## config.mk

```make
export PLATFORM = sky130hd
export DESIGN_NAME = odd_even_transposition_sorter_flat
export DESIGN_NICKNAME = d
export VERILOG_FILES = /design/src/rtl/oets_pkg.sv /design/src/rtl/oets_if.sv /design/src/rtl/odd_even_transposition_sorter.sv /design/src/rtl/oets_cell.sv /design/src/flat_wrapper.sv
export SDC_FILE = /design/constraint.sdc
export NUM_CORES = 2
export LEC_CHECK = 0
export ABC_CLOCK_PERIOD_IN_PS = 8000
export BUFFER_PORTS_ARGS = -buffer_cell sky130_fd_sc_hd__buf_2
export CAP_MARGIN = 20
export CORE_UTILIZATION = 45
export DETAILED_ROUTE_END_ITERATION = 10
export HOLD_SLACK_MARGIN = 0.05
export SYNTH_ARGS = -nofsm -noshare
export SYNTH_HDL_FRONTEND = slang
export SYNTH_SLANG_ARGS = --single-unit
```

## constraint.sdc

```tcl
create_clock -name clk -period 8 [get_ports clk]
set_clock_uncertainty 0.15 [all_clocks]
set_input_delay 2 -clock clk [delete_from_list [all_inputs] [get_ports clk]]
set_output_delay 2 -clock clk [all_outputs]
set_load 0.005 [all_outputs]
```

## src/rtl/oets_pkg.sv

```systemverilog
// Shared types and constants for the odd-even transposition sorter.
// Depends on nothing; every other file refers to it by scoped names.
package oets_pkg;

    localparam int CELL_COUNT = 16;
    localparam int VALUE_W    = 32;
    localparam int COUNT_W    = $clog2(CELL_COUNT + 1);
    localparam int PHASE_W    = $clog2(CELL_COUNT);

    localparam logic signed [VALUE_W-1:0] MOST_NEG = {1'b1, {(VALUE_W-1){1'b0}}};

    typedef enum logic [1:0] {
        CELL_HOLD,
        CELL_SHIFT_IN,
        CELL_SORT,
        CELL_SHIFT_OUT
    } cell_op_t;

    typedef struct packed {
        cell_op_t op;
        logic     parity;
    } cell_ctrl_t;

    typedef enum logic [1:0] {
        ST_LOAD,
        ST_SORT,
        ST_EMIT
    } state_t;

endpackage

```

## src/rtl/oets_if.sv

```systemverilog
// Valid/ready channel interfaces for sorter inputs and sorted results.
// Depends on oets_pkg for the value width.
interface oets_item_if;
    logic                                 valid;
    logic                                 ready;
    logic signed [oets_pkg::VALUE_W-1:0]  item_value;
    logic                                 item_last;

    modport source (output valid, output item_value, output item_last, input ready);
    modport sink   (input valid, input item_value, input item_last, output ready);
endinterface

interface oets_result_if;
    logic                                 valid;
    logic                                 ready;
    logic signed [oets_pkg::VALUE_W-1:0]  sorted_value;
    logic                                 sorted_last;

    modport source (output valid, output sorted_value, output sorted_last, input ready);
    modport sink   (input valid, input sorted_value, input sorted_last, output ready);
endinterface

```

## src/rtl/odd_even_transposition_sorter.sv

```systemverilog
// Top level of the odd-even transposition sorter: sequencer, cell chain
// and output register. Depends on oets_pkg, oets_if and oets_cell.
//
// Usage:
//   items   : valid/ready sink carrying item_value and item_last. Values shift
//             into a chain of CELL_COUNT cells; values past a full chain drop.
//   results : valid/ready source carrying sorted_value and sorted_last.
//   An item with item_last closes the set. The chain then runs CELL_COUNT
//   compare-exchange phases, one per cycle, alternating even and odd pairs.
//   The loaded values then leave largest first, one per cycle while results
//   are taken, from the head cell while the chain shifts toward it;
//   sorted_last marks the final one. The first result enters the output
//   register once the sort phases are done.
// Items are refused during sort and emit; the next set loads as soon as the
//   final result enters the output register.
// Stall: a result waits in the output register and the chain holds.
// Reset: all cells return to the most negative value, counters clear, and
//   the block is ready for a new set.
module odd_even_transposition_sorter
(
    input  logic               clk,
    input  logic               rst_n,
    oets_item_if.sink          items,
    oets_result_if.source      results
);

    oets_pkg::state_t                      state_reg;
    oets_pkg::state_t                      state_next;
    logic [oets_pkg::COUNT_W-1:0]          count_reg;
    logic [oets_pkg::COUNT_W-1:0]          count_next;
    logic [oets_pkg::PHASE_W-1:0]          phase_reg;
    logic [oets_pkg::PHASE_W-1:0]          phase_next;
    oets_pkg::cell_ctrl_t                  ctrl;
    logic                                  emit;

    logic                                  out_valid_reg;
    logic signed [oets_pkg::VALUE_W-1:0]   out_value_reg;
    logic                                  out_last_reg;

    logic signed [oets_pkg::VALUE_W-1:0]   cell_value [oets_pkg::CELL_COUNT];

    always_comb
    begin
        state_next  = state_reg;
        count_next  = count_reg;
        phase_next  = phase_reg;
        ctrl.op     = oets_pkg::CELL_HOLD;
        ctrl.parity = phase_reg[0];
        emit        = 1'b0;
        items.ready = (state_reg == oets_pkg::ST_LOAD);
        unique case (state_reg)
            oets_pkg::ST_LOAD:
            begin
                if (items.valid)
                begin
                    if (count_reg < oets_pkg::COUNT_W'(oets_pkg::CELL_COUNT))
                    begin
                        ctrl.op    = oets_pkg::CELL_SHIFT_IN;
                        count_next = count_reg + 1'b1;
                    end
                    if (items.item_last)
                    begin
                        state_next = oets_pkg::ST_SORT;
                        phase_next = '0;
                    end
                end
            end
            oets_pkg::ST_SORT:
            begin
                ctrl.op = oets_pkg::CELL_SORT;
                if (phase_reg == oets_pkg::PHASE_W'(oets_pkg::CELL_COUNT - 1))
                begin
                    state_next = oets_pkg::ST_EMIT;
                    phase_next = '0;
                end
                else
                    phase_next = phase_reg + 1'b1;
            end
            oets_pkg::ST_EMIT:
            begin
                if (!out_valid_reg || results.ready)
                begin
                    emit       = 1'b1;
                    ctrl.op    = oets_pkg::CELL_SHIFT_OUT;
                    count_next = count_reg - 1'b1;
                    if (count_reg == oets_pkg::COUNT_W'(1))
                        state_next = oets_pkg::ST_LOAD;
                end
            end
            default:
                state_next = oets_pkg::ST_LOAD;
        endcase
    end

    always_ff @(posedge clk or negedge rst_n)
    begin
        if (!rst_n)
        begin
            state_reg     <= oets_pkg::ST_LOAD;
            count_reg     <= '0;
            phase_reg     <= '0;
            out_valid_reg <= 1'b0;
        end
        else
        begin
            state_reg <= state_next;
            count_reg <= count_next;
            phase_reg <= phase_next;
            if (emit)
                out_valid_reg <= 1'b1;
            else if (results.ready)
                out_valid_reg <= 1'b0;
        end
    end

    always_ff @(posedge clk)
    begin
        if (emit)
        begin
            out_value_reg <= cell_value[0];
            out_last_reg  <= (count_reg == oets_pkg::COUNT_W'(1));
        end
    end

    for (genvar i = 0; i < oets_pkg::CELL_COUNT; i++)
    begin : g_cell
        logic signed [oets_pkg::VALUE_W-1:0] left_in;
        logic signed [oets_pkg::VALUE_W-1:0] right_in;

        if (i == 0)
        begin : g_head
            assign left_in = items.item_value;
        end
        else
        begin : g_body
            assign left_in = cell_value[i-1];
        end

        if (i == oets_pkg::CELL_COUNT - 1)
        begin : g_tail
            assign right_in = oets_pkg::MOST_NEG;
        end
        else
        begin : g_inner
            assign right_in = cell_value[i+1];
        end

        oets_cell u_cell
        (
            .clk         (clk),
            .rst_n       (rst_n),
            .ctrl        (ctrl),
            .pos_odd     (1'((i % 2) == 1)),
            .at_head     (1'(i == 0)),
            .at_tail     (1'(i == oets_pkg::CELL_COUNT - 1)),
            .left_value  (left_in),
            .right_value (right_in),
            .value       (cell_value[i])
        );
    end

    assign results.valid        = out_valid_reg;
    assign results.sorted_value = out_value_reg;
    assign results.sorted_last  = out_last_reg;

endmodule

```

## src/rtl/oets_cell.sv

```systemverilog
// One sorter cell: holds a value, shifts it along the chain or
// compare-exchanges it with a neighbor. Depends on oets_pkg.
module oets_cell
(
    input  logic                                 clk,
    input  logic                                 rst_n,
    input  oets_pkg::cell_ctrl_t                 ctrl,
    input  logic                                 pos_odd,
    input  logic                                 at_head,
    input  logic                                 at_tail,
    input  logic signed [oets_pkg::VALUE_W-1:0]  left_value,
    input  logic signed [oets_pkg::VALUE_W-1:0]  right_value,
    output logic signed [oets_pkg::VALUE_W-1:0]  value
);

    logic signed [oets_pkg::VALUE_W-1:0] value_reg;
    logic signed [oets_pkg::VALUE_W-1:0] value_next;
    logic                                left_role;

    assign left_role = (pos_odd == ctrl.parity);

    always_comb
    begin
        value_next = value_reg;
        unique case (ctrl.op)
            oets_pkg::CELL_HOLD:      value_next = value_reg;
            oets_pkg::CELL_SHIFT_IN:  value_next = left_value;
            oets_pkg::CELL_SHIFT_OUT: value_next = right_value;
            oets_pkg::CELL_SORT:
            begin
                // left of a pair keeps the larger, right keeps the smaller
                if (left_role)
                begin
                    if (!at_tail && (right_value > value_reg))
                        value_next = right_value;
                end
                else
                begin
                    if (!at_head && (left_value < value_reg))
                        value_next = left_value;
                end
            end
            default:                  value_next = value_reg;
        endcase
    end

    always_ff @(posedge clk or negedge rst_n)
    begin
        if (!rst_n)
            value_reg <= oets_pkg::MOST_NEG;
        else
            value_reg <= value_next;
    end

    assign value = value_reg;

endmodule
```

## src/flat_wrapper.sv

```systemverilog
// flat-port wrapper written by rule: the top's interface ports become plain ports
module odd_even_transposition_sorter_flat 
  (clk, rst_n, items_valid, items_item_value, items_item_last, items_ready, results_valid, results_sorted_value, results_sorted_last, results_ready);
  oets_item_if items_i ();
  oets_result_if results_i ();
  input  logic clk;
  input  logic rst_n;
  input wire logic [$bits(items_i.valid)-1:0] items_valid;
  input wire logic [$bits(items_i.item_value)-1:0] items_item_value;
  input wire logic [$bits(items_i.item_last)-1:0] items_item_last;
  output wire logic [$bits(items_i.ready)-1:0] items_ready;
  output wire logic [$bits(results_i.valid)-1:0] results_valid;
  output wire logic [$bits(results_i.sorted_value)-1:0] results_sorted_value;
  output wire logic [$bits(results_i.sorted_last)-1:0] results_sorted_last;
  input wire logic [$bits(results_i.ready)-1:0] results_ready;
  assign items_i.valid = items_valid;
  assign items_i.item_value = items_item_value;
  assign items_i.item_last = items_item_last;
  assign items_ready = items_i.ready;
  assign results_valid = results_i.valid;
  assign results_sorted_value = results_i.sorted_value;
  assign results_sorted_last = results_i.sorted_last;
  assign results_i.ready = results_ready;
  odd_even_transposition_sorter u_core (.clk(clk), .rst_n(rst_n), .items(items_i), .results(results_i));
endmodule
```

==> impl_metrics.csv <==
group,metric,value,unit
detailed_routing,wl_per_cell,18.8,µm
synthesis,synth_top_cell_by_area,"dfrtp_1",
detailed_routing,ant_nets,0,
global_routing,grt_usage,22.3,%
clock_network,cts_tree,"yes",
layout,multi_input_comb_area,0.0207,mm²
status,status,"complete, but fails checks",
detailed_routing,drt_iter0_markers,1844,
detailed_routing,drt-met1-wl,45800,µm
global_routing,grt-ovfl-total,0,
setup_path,cp.required,8330,ps
clock_network,cts_hold_buf,0,
hold_path,min_path_type,"reg -> reg",
global_routing,grt_pass1_vias,27771,
hold_path,whs_path_depth,1,
layout,fillers,7563,
sta,setup_tns,0,ps
die,core-area,0.0809,mm²
clock_network,cts.path.max_buffers,3,
sta,rsz0062_at_grt,"no",
detailed_routing,drc,3,
hold_path,hp-start,"u_core.phase_reg[3]",
global_routing,grt_pass1_wl,151000,µm
sta,finalMaxSlewViolations,0,
sta,worstMarginPinSlew,1110,ps
clock_network,cts_repair_resize_count,0,
setup_path,rr_startpoint,"u_core.g_cell[8].u_cell.value[7]",
synthesis,synth_top_area_share,34.4,%
synthesis,syn_area,0.0369,mm²
setup_path,crit_arrival,5440,ps
synthesis,synth_nets,4255,
layout,register_area,0.0141,mm²
layout,nNetsFinal,4286,
die,initial_core_util,45.6,%
global_routing,grt_max_degree,160,
die,dieArea,0.0832,mm²
layout,drive_gt1_share,8.63,%
clock_network,h-tree-depth,3,
synthesis,synth-async-reset-ratio,94.1,%
sta,max_freq,196,MHz
detailed_routing,vias,27278,
setup_path,worstSetupPathType,"in -> reg",
hold_path,min_to,"u_core.phase_reg[3]",
clock_network,root_buffer,"clkbuf_16",
synthesis,synth_edf_count,33,
setup_path,reg2reg_setup_slack,3540,ps
setup_path,end_kind,"flop",
setup_path,critPathLaunchType,"input port",
clock_network,worstSkewPairLatency,620,ps
die,die_h,289,µm
synthesis,syn-mean-instance-area,9.88,µm²
place,place.gp.congestion,0.826,
synthesis,ys_ff_latch,557,
detailed_routing,detailedRoute.firstPassIterationCount,8,
layout,area_growth,9.92,%
detailed_routing,met3WireLength,2970,µm
sta,slew-limit-headroom,24.8,%
detailed_routing,wirelength,91500,µm
synthesis,synth_area_leaders,"dfrtp_1 (34%), ha_1 (16%), mux2i_1 (16%)",
die,num_rows,104,
die,fp.dieW,289,µm
synthesis,ys_warn_count,0,
sta,hold_viol,0,
synthesis,synth_ff_type,"dfrtp_1",
place,io_buffers,71,
clock_network,numCtsBuffers,69,
run,maxCapViolations,0,
place,dp_hpwl,66000,µm
clock_network,cts.sink_count,557,
clock_network,clk_pin_slew,50,ps
status,failed_checks,"DRC",
setup_path,reg2reg_to,"u_core.g_cell[9].u_cell.value[0]",
sta,holdWs,343,ps
die,pin_count,72,
detailed_routing,viasPerCell,5.59,
setup_path,critPathMaxFanout,17,
sta,final.period_utilization,63.9,%
global_routing,antenna_found_initial,1,
setup_path,ff2ff_path_depth,10,
sta,setup_viol,0,
sta,period_needed,5110,ps
detailed_routing,highest_layer,"met4",
layout,n_antenna_cell,0,
detailed_routing,dr_wl_met2,41300,µm
synthesis,yosysUniqueCellTypes,73,
synthesis,postSynthCellCount,3739,
clock_network,cts_setup_buffers,0,
synthesis,yosysSeqAreaShare,38.2,%
layout,largest_register_ffs,512,
## metal layers
metal	vias to the layer above	GRT usage, %
li1	13373	-
met1	13502	32.6
met2	311	35.0
met3	92	2.64
met4	0	5.29
met5	-	0
## cell usage after synthesis (10+ instances only)
cell type  number
mux2i_1       591
o21ai_0       173
buf_2          31
o41ai_1        24
a21oi_1       381
dfrtp_1       508
a31oi_1        12
ha_1          479
mux2_1         15
a211oi_1       19
buf_1          16
inv_1         409
o211ai_1       13
nand4_1        89
nor3_1         15
nand3_1        41
mux2_2         87
clkbuf_1       80
a21o_1         39
dfstp_2        16
nand2_1       240
nor4_1         22
nor2_1        244
edfxtp_1       33
nor2b_1        15
nand2b_1       11
buf_4          10
## worst max-delay path: stages
cell and delay [ps]:
buf_2 90, nand2b_1 180, nand2_1 570, and2_1 610, nor2_1 350, a31oi_1 370
nand2_1 160, o21ai_4 300, buf_4 420, mux2_2 380
## layout make-up
class | count | share of cell area [%]
clock buffer | 108 | 4.83
multi-input combinational | 2626 | 51.0
timing repair buffer | 106 | 1.92
sequential | 557 | 34.8
tap | 1060 | 3.27
inverter | 410 | 3.79
clock inverter | 15 | 0.413
## cells in the final DEF, fill, tap and decap left out, types with 39 or more instances in the layout
cell type,n
nand4_1,89
inv_1,409
o21ai_0,173
mux2_2,87
ha_1,479
mux2i_1,590
nand3_1,41
a21o_1,39
a21oi_1,380
nor2_1,241
nand2_1,237
buf_2,70
clkbuf_16,69
dfrtp_1,508
## through the flow
step / utilization, % / cells / area, µm² / worst slack (ps)
floorplan: - / 3739 / 36900 / 3870
global placement: 47.4 / 4755 / 38400 / 2240
detailed placement: 47.5 / 4756 / 38400 / 2160
CTS: 50.1 / 4879 / 40600 / 2830
global route: 50.2 / 4882 / 40600 / 2720
finish: 50.2 / 4882 / 40600 / 2890
## worst max-delay path by stage
| stage | startpoint | to | slack (ps) | depth (start not counted) |
|---|---|---|---|---|
| final | results_ready | u_core.g_cell[9].u_cell.value[0] | 2890 | 10 |
| after global routing | results_ready | u_core.g_cell[10].u_cell.value[7] | 2720 | 9 |
| after floorplan | results_ready | u_core.g_cell[4].u_cell.value[22] | 3870 | 10 |
| after detailed placement | results_ready | u_core.g_cell[15].u_cell.value[26] | 2160 | 9 |
| after CTS | results_ready | u_core.g_cell[15].u_cell.value[26] | 2830 | 9 |
| after global placement | results_ready | u_core.g_cell[15].u_cell.value[3] | 2240 | 9 |
## cell families (layout without fill, tap and decap cells)
group / count (synthesis) / in the layout / share of synthesized area, %
mux: 693 / 693 / 19.1
buf+inv: 556 / 639 / 6.04
flops: 557 / 557 / 38.2
xor+xnor: 6 / 6 / 0.142
fa+ha+maj: 479 / 479 / 16.2
compound gates: 745 / 745 / 11.7
simple gates: 703 / 703 / 8.52
Power is not shown: default switching activity piles up to over one toggle a cycle in this logic, so the estimate is an artifact.
